<file path="config.mk">
export PLATFORM = sky130hd
export DESIGN_NAME = acc_ctrl
export DESIGN_NICKNAME = d
export VERILOG_FILES = /design/src/hw/rtl/acc_pkg.sv /design/src/hw/rtl/acc_ctrl.sv
export SDC_FILE = /design/constraint.sdc
export NUM_CORES = 1
export LEC_CHECK = 0
export ABC_AREA = 1
export BUFFER_PORTS_ARGS = -buffer_cell sky130_fd_sc_hd__buf_2
export CAP_MARGIN = 0
export CORE_MARGIN = 1
export CORE_UTILIZATION = 52
export DETAILED_ROUTE_END_ITERATION = 6
export PLACE_DENSITY = 0.87
export SLEW_MARGIN = 20
export SYNTH_ARGS = -nofsm -noshare
export SYNTH_HDL_FRONTEND = slang
export SYNTH_SLANG_ARGS = --single-unit
</file>
<file path="constraint.sdc">
create_clock -name clk_i -period 3.7 [get_ports clk_i]
set_input_delay 1.11 -clock clk_i [delete_from_list [all_inputs] [get_ports clk_i]]
set_output_delay 1.11 -clock clk_i [all_outputs]
set_load 0.005 [all_outputs]
</file>
<file path="src/hw/rtl/acc_pkg.sv">
// acc_pkg: shared constants, types and command structs for the accumulator execute block
// used by acc_ctrl, acc_dpath and accumulator_cpu_execute_top
`timescale 1ns / 1ps
package acc_pkg;
  localparam int unsigned ADDR_BITS = 16;
  localparam int unsigned MEM_DEPTH = 1 << ADDR_BITS;

  localparam logic [1:0] MODE_EXEC  = 2'd0;
  localparam logic [1:0] MODE_HWR   = 2'd1;
  localparam logic [1:0] MODE_HRD   = 2'd2;

  localparam logic [7:0] OP_MATH_BIT = 8'h80;
  localparam logic [7:0] OP_BR_MASK  = 8'hF8;
  localparam logic [7:0] OP_BR_BASE  = 8'h10;

  localparam logic [1:0] LOC_MEM_AR  = 2'd0;
  localparam logic [1:0] LOC_ACC     = 2'd1;
  localparam logic [1:0] LOC_AR      = 2'd2;
  localparam logic [1:0] LOC_MEM_OP  = 2'd3;

  localparam logic [2:0] FN_AND = 3'd0;
  localparam logic [2:0] FN_OR  = 3'd1;
  localparam logic [2:0] FN_XOR = 3'd2;
  localparam logic [2:0] FN_ADD = 3'd3;
  localparam logic [2:0] FN_SUB = 3'd4;
  localparam logic [2:0] FN_INC = 3'd5;
  localparam logic [2:0] FN_DEC = 3'd6;
  localparam logic [2:0] FN_NOT = 3'd7;

  localparam logic [1:0] METH_IND   = 2'd0;
  localparam logic [1:0] METH_CONST = 2'd1;
  localparam logic [1:0] METH_AR    = 2'd2;
  localparam logic [1:0] METH_NONE  = 2'd3;

  // memory address source selects
  typedef enum logic [2:0] {
    AS_HOST, AS_NEAR, AS_NEAR1, AS_FAR, AS_AR, AS_AR1, AS_T, AS_T1
  } asel_e;

  // write data selects
  typedef enum logic [1:0] {
    WS_HOST, WS_RES, WS_ARHI, WS_ARLO
  } wsel_e;

  typedef enum logic [3:0] {
    ST_IDLE, ST_RD1, ST_RD2, ST_RD3, ST_WR1, ST_WR2, ST_DONE
  } state_e;

  // controller to datapath commands
  typedef struct packed {
    logic        capture;   // latch input item
    logic        mem_re;
    logic        mem_we;
    asel_e       asel;
    wsel_e       wsel;
    logic        ld_b1;     // latch first read byte
    logic        ld_b2;     // latch second read byte
    logic        ld_b3;
    logic        commit;    // update acc / ar / result registers, fire strobe
  } cmd_t;

  // datapath to controller status
  typedef struct packed {
    logic [1:0] mode;
    logic [7:0] opcode;
  } sts_t;
endpackage

</file>
<file path="src/hw/rtl/acc_ctrl.sv">
// acc_ctrl: sequencer state machine issuing memory reads, writes and commit
// depends on acc_pkg
`timescale 1ns / 1ps
module acc_ctrl (
  input  logic          clk_i,
  input  logic          rst_ni,
  input  logic          start_i,
  input  acc_pkg::sts_t sts_i,
  output acc_pkg::cmd_t cmd_o,
  output logic          busy_o
);
  acc_pkg::state_e state_q, state_d;
  logic [1:0] mode;
  logic [7:0] op;
  logic is_math, is_mem, load, to_mar, d16;
  logic [1:0] dsel, ssel, meth;

  assign mode = sts_i.mode;
  assign op = sts_i.opcode;
  assign is_math = (mode == acc_pkg::MODE_EXEC) && op[7];
  assign is_mem  = (mode == acc_pkg::MODE_EXEC) && (op[7:4] == 4'h0)
                   && (op[1:0] != acc_pkg::METH_NONE);
  assign dsel = op[3:2];
  assign ssel = op[1:0];
  assign meth = op[1:0];
  assign load = op[3];
  assign to_mar = op[2];
  assign d16 = (dsel == acc_pkg::LOC_AR);

  // read plan: math reads dest byte (rd1), source byte(s) (rd2, rd3)
  // memory op indirect store reads pointer (rd1); loads read (rd1, rd2)
  logic need_rd1, need_rd2, need_rd3, need_wr1, need_wr2;
  acc_pkg::asel_e a1, a2, a3, aw1, aw2;
  acc_pkg::wsel_e w1, w2;

  always_comb begin
    need_rd1 = 1'b0; need_rd2 = 1'b0; need_rd3 = 1'b0;
    need_wr1 = 1'b0; need_wr2 = 1'b0;
    a1 = acc_pkg::AS_HOST; a2 = acc_pkg::AS_HOST; a3 = acc_pkg::AS_HOST;
    aw1 = acc_pkg::AS_HOST; aw2 = acc_pkg::AS_HOST;
    w1 = acc_pkg::WS_RES; w2 = acc_pkg::WS_RES;
    if (mode == acc_pkg::MODE_HWR) begin
      need_wr1 = 1'b1; w1 = acc_pkg::WS_HOST;
    end else if (mode == acc_pkg::MODE_HRD) begin
      need_rd1 = 1'b1;
    end else if (is_math) begin
      if (dsel == acc_pkg::LOC_MEM_AR) begin
        need_rd1 = 1'b1; a1 = acc_pkg::AS_AR; need_wr1 = 1'b1; aw1 = acc_pkg::AS_AR;
      end else if (dsel == acc_pkg::LOC_MEM_OP) begin
        need_rd1 = 1'b1; a1 = op[1] ? acc_pkg::AS_FAR : acc_pkg::AS_NEAR;
        need_wr1 = 1'b1; aw1 = a1;
      end
      if (ssel == acc_pkg::LOC_MEM_AR) begin
        need_rd2 = 1'b1; a2 = acc_pkg::AS_AR;
      end else if (ssel == acc_pkg::LOC_MEM_OP) begin
        need_rd2 = 1'b1; a2 = acc_pkg::AS_NEAR;
        if (d16) begin
          need_rd3 = 1'b1; a3 = acc_pkg::AS_NEAR1;
        end
      end
    end else if (is_mem) begin
      if (!load) begin
        if (meth == acc_pkg::METH_IND) begin
          need_rd1 = 1'b1; a1 = acc_pkg::AS_NEAR;
          aw1 = acc_pkg::AS_T; aw2 = acc_pkg::AS_T1;
        end else if (meth == acc_pkg::METH_CONST) begin
          aw1 = acc_pkg::AS_NEAR; aw2 = acc_pkg::AS_NEAR1;
        end else begin
          aw1 = acc_pkg::AS_AR; aw2 = acc_pkg::AS_AR1;
        end
        need_wr1 = 1'b1;
        if (to_mar) begin
          need_wr2 = 1'b1; w1 = acc_pkg::WS_ARHI; w2 = acc_pkg::WS_ARLO;
        end else begin
          w1 = acc_pkg::WS_RES;
        end
      end else if (meth != acc_pkg::METH_CONST) begin
        need_rd1 = 1'b1;
        a1 = (meth == acc_pkg::METH_IND) ? acc_pkg::AS_NEAR : acc_pkg::AS_AR;
        if (to_mar) begin
          need_rd2 = 1'b1;
          a2 = (meth == acc_pkg::METH_IND) ? acc_pkg::AS_NEAR1 : acc_pkg::AS_AR1;
        end
      end
    end
  end

  always_ff @(posedge clk_i or negedge rst_ni) begin
    if (!rst_ni) state_q <= acc_pkg::ST_IDLE;
    else state_q <= state_d;
  end

  // next state
  always_comb begin
    state_d = state_q;
    unique case (state_q)
      acc_pkg::ST_IDLE: if (start_i) state_d = acc_pkg::ST_RD1;
      acc_pkg::ST_RD1:  state_d = acc_pkg::ST_RD2;
      acc_pkg::ST_RD2:  state_d = acc_pkg::ST_RD3;
      acc_pkg::ST_RD3:  state_d = acc_pkg::ST_WR1;
      acc_pkg::ST_WR1:  state_d = acc_pkg::ST_WR2;
      acc_pkg::ST_WR2:  state_d = acc_pkg::ST_DONE;
      acc_pkg::ST_DONE: state_d = acc_pkg::ST_IDLE;
      default:          state_d = acc_pkg::ST_IDLE;
    endcase
  end

  // outputs; each read lands in the following state, where the datapath latches it
  always_comb begin
    cmd_o = '0;
    cmd_o.asel = acc_pkg::AS_HOST;
    cmd_o.wsel = acc_pkg::WS_RES;
    busy_o = (state_q != acc_pkg::ST_IDLE);
    unique case (state_q)
      acc_pkg::ST_IDLE: cmd_o.capture = start_i;
      acc_pkg::ST_RD1: begin
        cmd_o.mem_re = need_rd1; cmd_o.asel = a1;
      end
      acc_pkg::ST_RD2: begin
        cmd_o.ld_b1 = 1'b1; cmd_o.mem_re = need_rd2; cmd_o.asel = a2;
      end
      acc_pkg::ST_RD3: begin
        cmd_o.ld_b2 = 1'b1; cmd_o.mem_re = need_rd3; cmd_o.asel = a3;
      end
      acc_pkg::ST_WR1: begin
        cmd_o.ld_b3 = 1'b1; cmd_o.mem_we = need_wr1; cmd_o.asel = aw1;
        cmd_o.wsel = w1;
      end
      acc_pkg::ST_WR2: begin
        cmd_o.mem_we = need_wr2; cmd_o.asel = aw2; cmd_o.wsel = w2;
      end
      acc_pkg::ST_DONE: cmd_o.commit = 1'b1;
      default: ;
    endcase
  end
endmodule

</file>
# Yosys cells after proc, flatten, opt, wreduce, memory -nomap -nowiden
# Index checks and enable logic that the tools add are counted.
[word_totals] regBits=4 input_bits=13 output_inout_bits=13
[op_classes] eq_ne=15 mux=98 n_reduce_logical=9
[ops] operator="3-bit two-way mux" n=31
[ops] operator="1-bit two-way mux" n=41
[ops] operator="2-bit two-way mux" n=20
[ops] operator="4-bit one-hot mux with 6 select lines" n=1
[ops] operator="3-bit one-hot mux with 5 select lines" n=1
[ops] operator="4-bit by 3-bit equality test with 1-bit output (second input constant)" n=3
[ops] operator="2-bit equality test (second input constant)" n=4
[ops] operator="4-bit by 2-bit equality test with 1-bit output (second input constant)" n=2
[ops] operator="4-bit logical NOT" n=2
[ops] operator="2-bit logical NOT" n=3
[ops] operator="2-bit by 1-bit equality test with 1-bit output (second input constant)" n=2
[ops] operator="4-bit by 1-bit equality test with 1-bit output (second input constant)" n=1
[ops] operator="4-bit two-way mux" n=1
[ops] operator="2-bit inequality test (second input constant)" n=2
[ops] operator="2-bit one-hot mux with 2 select lines" n=1
[ops] operator="4-bit nonzero test" n=1
[ops] operator="1-bit logical AND" n=3
[ops] operator="1-bit one-hot mux with 3 select lines" n=1
[ops] operator="2-bit by 1-bit inequality test with 1-bit output (second input constant)" n=1
[ops] operator="1-bit one-hot mux with 2 select lines" n=1

# Longest topological paths before layout
# Gate-level depths: netlist of run 1.
[depth] ltp_word=10 depth_mapped=11 depth_no_buf=11

# Worst setup path before layout of run 1
# No wires, ideal clock.
[synth_timing] path_kind="input-to-output" start="input sts_i[1] in the netlist's numbering" end="output cmd_o[6] in the netlist's numbering" arrival_ns=1.964 t_required_ns=2.590 slack_ns=0.626 path_stages=11 path_buffers=0 cell_sequence="inv_1 ha_1 inv_1 nand2_1 nor2_1 nand3_1 nand2_1 nand3_1 nand2_1 inv_1 nand2_1"
[synth_rtl] item="start, declared" line_no="acc_ctrl.sv:8" text="input acc_pkg::sts_t sts_i,"
[synth_rtl] item="end, declared" line_no="acc_ctrl.sv:9" text="output acc_pkg::cmd_t cmd_o,"

==> impl_metrics.yaml, run 1 <==
run:
  max-cap-violations: 0
detailed_routing:
  drt_iter0_markers: 39
  wl_met3_um: 125
  vias: 880
  dr.pass1.iters: 4
  wire_per_inst_um: 11.14
  drcViolationCount: 0
  routed.top_layer: "met4"
  routed_via_density: 5.238
  met1_length_um: 779
  wl_met2_um: 911
  totalWireLength_um: 1872
  antenna_left: 0
power_and_ir_drop:
  p_per_area_nw_per_um2: 385.9
  leakage_nw: 0.5649
  ir_drop_mv: 0.1593
sta:
  fin_ws_ns: 0.2038
  finalSetupViolations: 0
  tightest_slew_ns: 0.2522
  relSlewSlack: 0.8319
  fin_crit_ns: 3.496
  finalCritPeriodShare: 0.9449
  skew_ns: 0.001066
  tns_ns: 0
  finalMaxSlewViolations: 0
  rsz0062_at_grt: "no"
  hold_slack_ns: 0.6194
  fmax_mhz: 286.0
  final_hold_viol_count: 0
clocking:
  cts-hold-fix-buffers: 0
  postCtsSetupBuffers: 0
  cts_buffers: 3
  cts_tree: "done"
  worstSkewPairLatency_ns: 0.23
  cts-root-buf: "clkbuf_4"
  cts_buffer_depth: 2
  post_cts_resize_count: 0
  clk_pin_slew_ns: 0.04
  htreeDepth: 1
  cts.sinks: 3
critical_path:
  path_cells: "buf_2 -> inv_1 -> ha_1 -> inv_1 -> nand2_1 -> nor2_1 -> nand3_1 -> nand2_1 -> nand3_1 -> nand2_1 -> inv_1 -> nand2_1 -> buf_2"
  cp_slowest_cell: "ha_1"
  cp_num_buf_inv: 5
  path_common_cell: "nand2_1"
  r2r_slack_ns: 2.65
  worstPathRequired_ns: 2.59
  worstPathArrival_ns: 2.39
  cp-start-kind: "input port"
  cpPeakStageDelay_ns: 0.20
  critPathMaxFanout: 5
  crit_family: "simple AND/OR/NAND/NOR gates"
  critPathKind: "input port to output pin"
  end_kind: "output pin"
floorplanning:
  die_width_um: 39.07
  pin_count: 26
  row_count: 12
  fp.dieH_um: 39.07
  fp.coreArea_um2: 1186
  initial_utilization: 0.6023
  dieArea_um2: 1526
synth:
  synthArstFlopShare: 1.000
  synthTopCellsByCount: "nand2_1, inv_1, nand3_1"
  synth-seq-cells: 3
  yosysMostFrequentCell: "nand2_1"
  ys.flop_type: "dfrtp_1"
  synth_area_um2: 714.4
  syn_nets: 149
  ys_top_cells_by_area: "nand2_1, ha_1, inv_1, dfrtp_1, nand3_1"
  synth_edf_count: 0
  avgSynthCellArea_um2: 5.625
  ys_warn_count: 0
  synth_top_area_frac: 0.2154
  synthCells: 127
  ys_seq_area_frac: 0.1051
  synthDistinctLibCells: 22
  yosysTopAreaCell: "nand2_1"
final_layout:
  synthToLayoutAreaGrowth_pct: 21.02
  fin_cells: 168
  largestRegisters: "state_q: 3 flops"
  regMostFlops: "state_q"
  fin_util: 0.7289
  antenna_cells: 0
  fin_nets: 177
  drive_above_1_share: 0.2597
  largest_reg_flops: 3
place:
  gp_congestion: 0.9473
  hpwlAfterDp_um: 1548
  pre_cts_ws_ns: 0.2357
  port_buffers: 25
  dp.cells: 164
grt:
  grt_pass1_wl_um: 3001
  grt_pass1_vias: 757
  antenna_found_initial: 0
  globalRouteOverflowTotal: 0
  grt_max_degree: 12
  grt_usage: 0.2927
min_path:
  min_path_type: "flop to flop"
run_status:
  status: "finished, final reports clean"
## kinds of logic (layout without fill, tap and decap cells)
logic type / after synthesis / in the layout / synth area share
AO/OA/AOI/OAI: 9 / 9 / 0.07355
adder cells (fa/ha/maj): 9 / 9 / 0.1576
flip-flops: 3 / 3 / 0.1051
AND/OR/NAND/NOR: 78 / 78 / 0.5009
buffers and inverters: 28 / 55 / 0.1629
## layout make-up
class	instances	area, µm²
inverters	26	97.59
fillers	101	321.6
well taps	14	17.52
flip-flops and latches	3	75.07
multi-input cells	96	523.0
clock buffers	4	26.28
repair buffers	25	125.1
## power by group
group / internal [mW] / switching (mW)
clock network: 0.0405 / 0.0189
logic: 0.0717 / 0.120
registers: 0.0494 / 0.0330
## per-layer routing
| metal | vias up | track usage |
|---|---|---|
| met5 | - | 0 |
| met4 | 0 | 0.1983 |
| met2 | 48 | 0.5000 |
| met1 | 379 | 0.3254 |
| li1 | 446 | - |
| met3 | 7 | 0.04624 |
## path summary, 6_finish.rpt
kind / start / endpoint / depth (start not counted)
worst max-delay path: sts_i[1] / cmd_o[6] / 13
worst min-delay path: state_q[1] / state_q[1] / 1
worst max register to register: state_q[1] / state_q[0] / 4
worst min register to register: state_q[1] / state_q[1] / 1
max in group asynchronous: rst_ni / state_q[1] / 1
min in group asynchronous: rst_ni / state_q[2] / 1
## per-stage QoR
| stage | power, mW | cell area (µm²) |
|---|---|---|
| global route | 0.3699 | 864.6 |
| global placement | 0.2667 | 838.3 |
| CTS | 0.3311 | 864.6 |
| floorplan | 0.2101 | 714.4 |
| finish | 0.3336 | 864.6 |
| detailed placement | 0.2710 | 838.3 |
## cell usage in the layout, fill, tap and decap left out
master and instances:
nand2_1 41, buf_2 25, inv_1 21, nand3_1 13, nor2_1 11, ha_1 9
inv_2 4, o21ai_0 4, nand4_1 3, clkbuf_4 3, dfrtp_1 3, nor2_4 2
nor2_2 2, nand3_2 2, a21oi_1 2, o211ai_1 2, clkinv_1 1, nand2_2 1
a21boi_1 1, or2_0 1, or2_2 1, nor3_1 1, clkbuf_1 1
Power figures use the tool's default switching activity.
==> run 2, diff against run 1 <==
Settings changed: GPL_TIMING_DRIVEN set to 0.
==> run 2 against run 1 <==
Compared with the run above:
- die area is the same
- critical path type unchanged
- critical path depth did not move
- register-to-register slack barely moved
- via count is 0.45% higher
- routed wire length fell by 3.7%
- clock power about the same
- critical endpoint unchanged
- non-clock buffer count up 2
- first-iteration DRC count fell by 18%
- maximum frequency is 0.30% lower
- largest power group unchanged
==> impl_metrics.yaml, run 2 (synthesized netlist as in run 1, its figures left out) <==
run_status:
  status: "finished, final reports clean"
grt:
  globalRouteOverflowTotal: 0
  grt_max_degree: 11
  grt_usage: 0.2738
  grt_pass1_vias: 690
  antenna_found_initial: 0
  grt_pass1_wl_um: 2801
sta:
  tightest_slew_ns: 0.2448
  finalSetupViolations: 0
  tns_ns: 0
  relSlewSlack: 0.8368
  fmax_mhz: 285.2
  fin_crit_ns: 3.507
  finalCritPeriodShare: 0.9478
  finalMaxSlewViolations: 0
  final_hold_viol_count: 0
  rsz0062_at_grt: "no"
  skew_ns: 0.0006594
clocking:
  cts-root-buf: "clkbuf_4"
  postCtsSetupBuffers: 0
  htreeDepth: 1
  cts_buffers: 3
  post_cts_resize_count: 0
  cts.sinks: 3
  clk_pin_slew_ns: 0.04
  cts-hold-fix-buffers: 0
  worstSkewPairLatency_ns: 0.24
  cts_tree: "done"
  cts_buffer_depth: 2
critical_path:
  path_cells: "buf_2 -> inv_1 -> ha_1 -> inv_1 -> nand2_1 -> nor2_1 -> nand3_1 -> nand2_1 -> nand3_1 -> nand2_1 -> inv_1 -> nand2_1 -> buf_2"
  worstPathArrival_ns: 2.40
  critPathMaxFanout: 5
  cp-start-kind: "input port"
  end_kind: "output pin"
  cpPeakStageDelay_ns: 0.21
  path_common_cell: "nand2_1"
  cp_slowest_cell: "ha_1"
  worstPathRequired_ns: 2.59
  critPathKind: "input port to output pin"
power_and_ir_drop:
  p_per_area_nw_per_um2: 382.2
  ir_drop_mv: 0.2312
  switchingPower_uw: 168.3
  leakage_nw: 0.5758
  power_frac_seq: 0.210
  total_power_uw: 337.6
  intPower_uw: 169.4
  p_clk_frac: 0.175
  netSwitchingFraction: 0.4983
  p_comb_frac: 0.615
floorplanning:
  pin_count: 26
  initial_utilization: 0.6023
  fp.dieH_um: 39.07
  fp.coreArea_um2: 1186
  row_count: 12
  dieArea_um2: 1526
  die_width_um: 39.07
place:
  gp_congestion: 0.9692
  port_buffers: 25
  hpwlAfterDp_um: 1546
min_path:
  min_path_type: "flop to flop"
final_layout:
  largest_reg_flops: 3
  drive_above_1_share: 0.2692
  layout_commonest_cell: "nand2_1"
  final_cell_mix: "nand2_1, buf_2, inv_1"
  synthToLayoutAreaGrowth_pct: 23.64
  fin_util: 0.7447
  fin_nets: 179
  regMostFlops: "state_q"
  antenna_cells: 0
  largestRegisters: "state_q: 3 flops"
detailed_routing:
  wire_per_inst_um: 10.61
  totalWireLength_um: 1803
  routed_via_density: 5.200
  vias: 884
  antenna_left: 0
  dr.pass1.iters: 4
  drcViolationCount: 0
  drt_iter0_markers: 32
run:
  max-cap-violations: 0
-- run 2: layer usage --
metal / vias up / GRT usage / wire [µm]
li1: 449 / - / -
met1: 383 / 0.3402 / 749
met2: 48 / 0.4417 / 869
met3: 4 / 0.05780 / 149
met4: 0 / 0.1293 / 34
met5: - / 0 / 0
-- run 2: power by group through the flow --
stage	sequential (mW)	combinational, mW	clock, mW
6_report	0.0709	0.208	0.0591
5_1_grt	0.0736	0.239	0.0638
4_1_cts	0.0704	0.208	0.0595
3_5_place_dp	0.0706	0.207	0
3_3_place_gp	0.0708	0.200	0
2_1_floorplan	0.0672	0.143	0
-- run 2: area by class of cell --
cell class              instances  area [µm²]
fillers                       103       302.8
well taps                      14       17.52
inverters                      26       97.59
clock buffers                   4       26.28
plain buffers                   2       18.77
repair buffers                 25       125.1
flip-flops and latches          3       75.07
multi-input cells              96       523.0
-- run 2: worst max-delay path, delay by kind of cell --
family	cells	cell delay [ns]
buffers and inverters	5	0.47
and+or+nand+nor	7	0.61
adders and majority gates	1	0.21
-- run 2: worst paths after layout --
kind	start	to	slack, ns	cells past startpoint
worst max-delay path	sts_i[1]	cmd_o[6]	0.19	13
worst min-delay path	state_q[0]	state_q[1]	0.58	2
worst min register to register	state_q[0]	state_q[1]	0.58	2
worst max register to register	state_q[0]	state_q[0]	2.64	5
min in group asynchronous	rst_ni	state_q[0]	0.66	1
max in group asynchronous	rst_ni	state_q[1]	2.93	1
-- run 2: through the flow --
stage	hold slack, ns	instances	instance area, µm²	worst slack, ns
finish	0.5791	170	883.3	0.1933
global route	0.5928	170	883.3	0.08325
CTS	0.5795	170	883.3	0.2058
detailed placement	0.5729	166	857.1	0.2085
global placement	0.5585	166	857.1	0.2134
floorplan	0.5283	127	714.4	0.6258
==> run 3, diff against run 2 <==
Settings changed: REMOVE_ABC_BUFFERS set to 1.
==> run 3 against run 2 <==
Compared with the run above:
- worst setup slack improved by 0.027 ns
- core utilization down 1.6 points
- first-iteration DRC count fell by 3.1%
- critical path type unchanged
- critical endpoint unchanged
==> impl_metrics.yaml, run 3 (synthesized netlist as in run 1, its figures left out) <==
run_status:
  status: "finished, final reports clean"
floorplanning:
  die_width_um: 39.07
  row_count: 12
  initial_utilization: 0.6023
  dieArea_um2: 1526
  fp.dieH_um: 39.07
  fp.coreArea_um2: 1186
  pin_count: 26
detailed_routing:
  totalWireLength_um: 1821
  drcViolationCount: 0
  routed_via_density: 5.119
  vias: 860
  dr.pass1.iters: 4
  wire_per_inst_um: 10.84
  drt_iter0_markers: 31
  antenna_left: 0
grt:
  globalRouteOverflowTotal: 0
  grt_usage: 0.2782
  antenna_found_initial: 0
  grt_pass1_vias: 697
  grt_pass1_wl_um: 2856
  grt_max_degree: 12
critical_path:
  critPathMaxFanout: 5
  worstPathArrival_ns: 2.37
  cp-start-kind: "input port"
  path_cells: "buf_2 -> inv_1 -> ha_1 -> inv_1 -> nand2_1 -> nor2_1 -> nand3_1 -> nand2_1 -> nand3_1 -> nand2_1 -> inv_1 -> nand2_1 -> buf_2"
  worstPathRequired_ns: 2.59
  path_common_cell: "nand2_1"
  end_kind: "output pin"
  cp_slowest_cell: "ha_1"
  reg2reg_depth: 4
  critPathKind: "input port to output pin"
  cpPeakStageDelay_ns: 0.21
final_layout:
  antenna_cells: 0
  finalInstanceArea_um2: 864.6
  fin_cells: 168
  largestRegisters: "state_q: 3 flops"
  final_cell_mix: "nand2_1, buf_2, inv_1"
  fin_util: 0.7289
  drive_above_1_share: 0.2597
  largest_reg_flops: 3
  fin_nets: 177
  synthToLayoutAreaGrowth_pct: 21.02
  nFillCells: 120
  regMostFlops: "state_q"
  layout_commonest_cell: "nand2_1"
place:
  dp.cells: 164
  hpwlAfterDp_um: 1530
  placement.cell_area_um2: 838.3
  gp_congestion: 0.9263
  port_buffers: 25
  pre_cts_ws_ns: 0.2364
power_and_ir_drop:
  p_per_area_nw_per_um2: 385.6
  total_power_uw: 333.4
  leakage_nw: 0.5649
  ir_drop_mv: 0.2260
clocking:
  cts_tree: "done"
  clk_pin_slew_ns: 0.04
  cts_buffer_depth: 2
  cts_buffers: 3
  cts.sinks: 3
  post_cts_resize_count: 0
  postCtsSetupBuffers: 0
  cts-hold-fix-buffers: 0
  worstSkewPairLatency_ns: 0.24
  cts-root-buf: "clkbuf_4"
  htreeDepth: 1
sta:
  tns_ns: 0
  fin_ws_ns: 0.2204
  finalMaxSlewViolations: 0
  hold_slack_ns: 0.5762
  fin_crit_ns: 3.480
  final_hold_viol_count: 0
  finalSetupViolations: 0
  fmax_mhz: 287.4
  skew_ns: 0.001166
  tightest_slew_ns: 0.2645
  finalCritPeriodShare: 0.9404
  relSlewSlack: 0.8237
  rsz0062_at_grt: "no"
min_path:
  min_path_type: "flop to flop"
  whs_path_depth: 1
run:
  max-cap-violations: 0
==> run 3: worst paths after layout <==
path | startpoint | end | slack (ns)
min | state_q[1] | state_q[1] | 0.58
max | sts_i[1] | cmd_o[6] | 0.22
max reg2reg | state_q[0] | state_q[0] | 2.63
max in group asynchronous | rst_ni | state_q[0] | 2.93
min in group asynchronous | rst_ni | state_q[2] | 0.66
min reg2reg | state_q[1] | state_q[1] | 0.58
==> run 3: report_power, final <==
part / internal [mW] / switching (mW)
combinational: 0.0714 / 0.119
clock: 0.0406 / 0.0194
sequential: 0.0494 / 0.0333
total: 0.161 / 0.172
==> run 3: critical path: cells and delay by family <==
family,cells,cell delay (ns)
simple gates,7,0.60
buf+inv,5,0.44
fa+ha+maj,1,0.21
==> run 3: cell type report <==
type	instances	area, µm²	area share
clock buffer	4	26.28	0.03039
timing repair buffer	25	125.1	0.1447
inverter	26	97.59	0.1129
sequential	3	75.07	0.08683
multi-input combinational	96	523.0	0.6049
tap	14	17.52	0.02026
==> run 3: per-layer routing <==
layer  vias to the layer above  part of all wire  GRT usage
met5                         -                 0          0
met4                         0            0.0093     0.1379
met3                         2             0.054    0.02890
met2                        36              0.50     0.4958
met1                       376              0.44     0.3219
li1                        446                 -          -
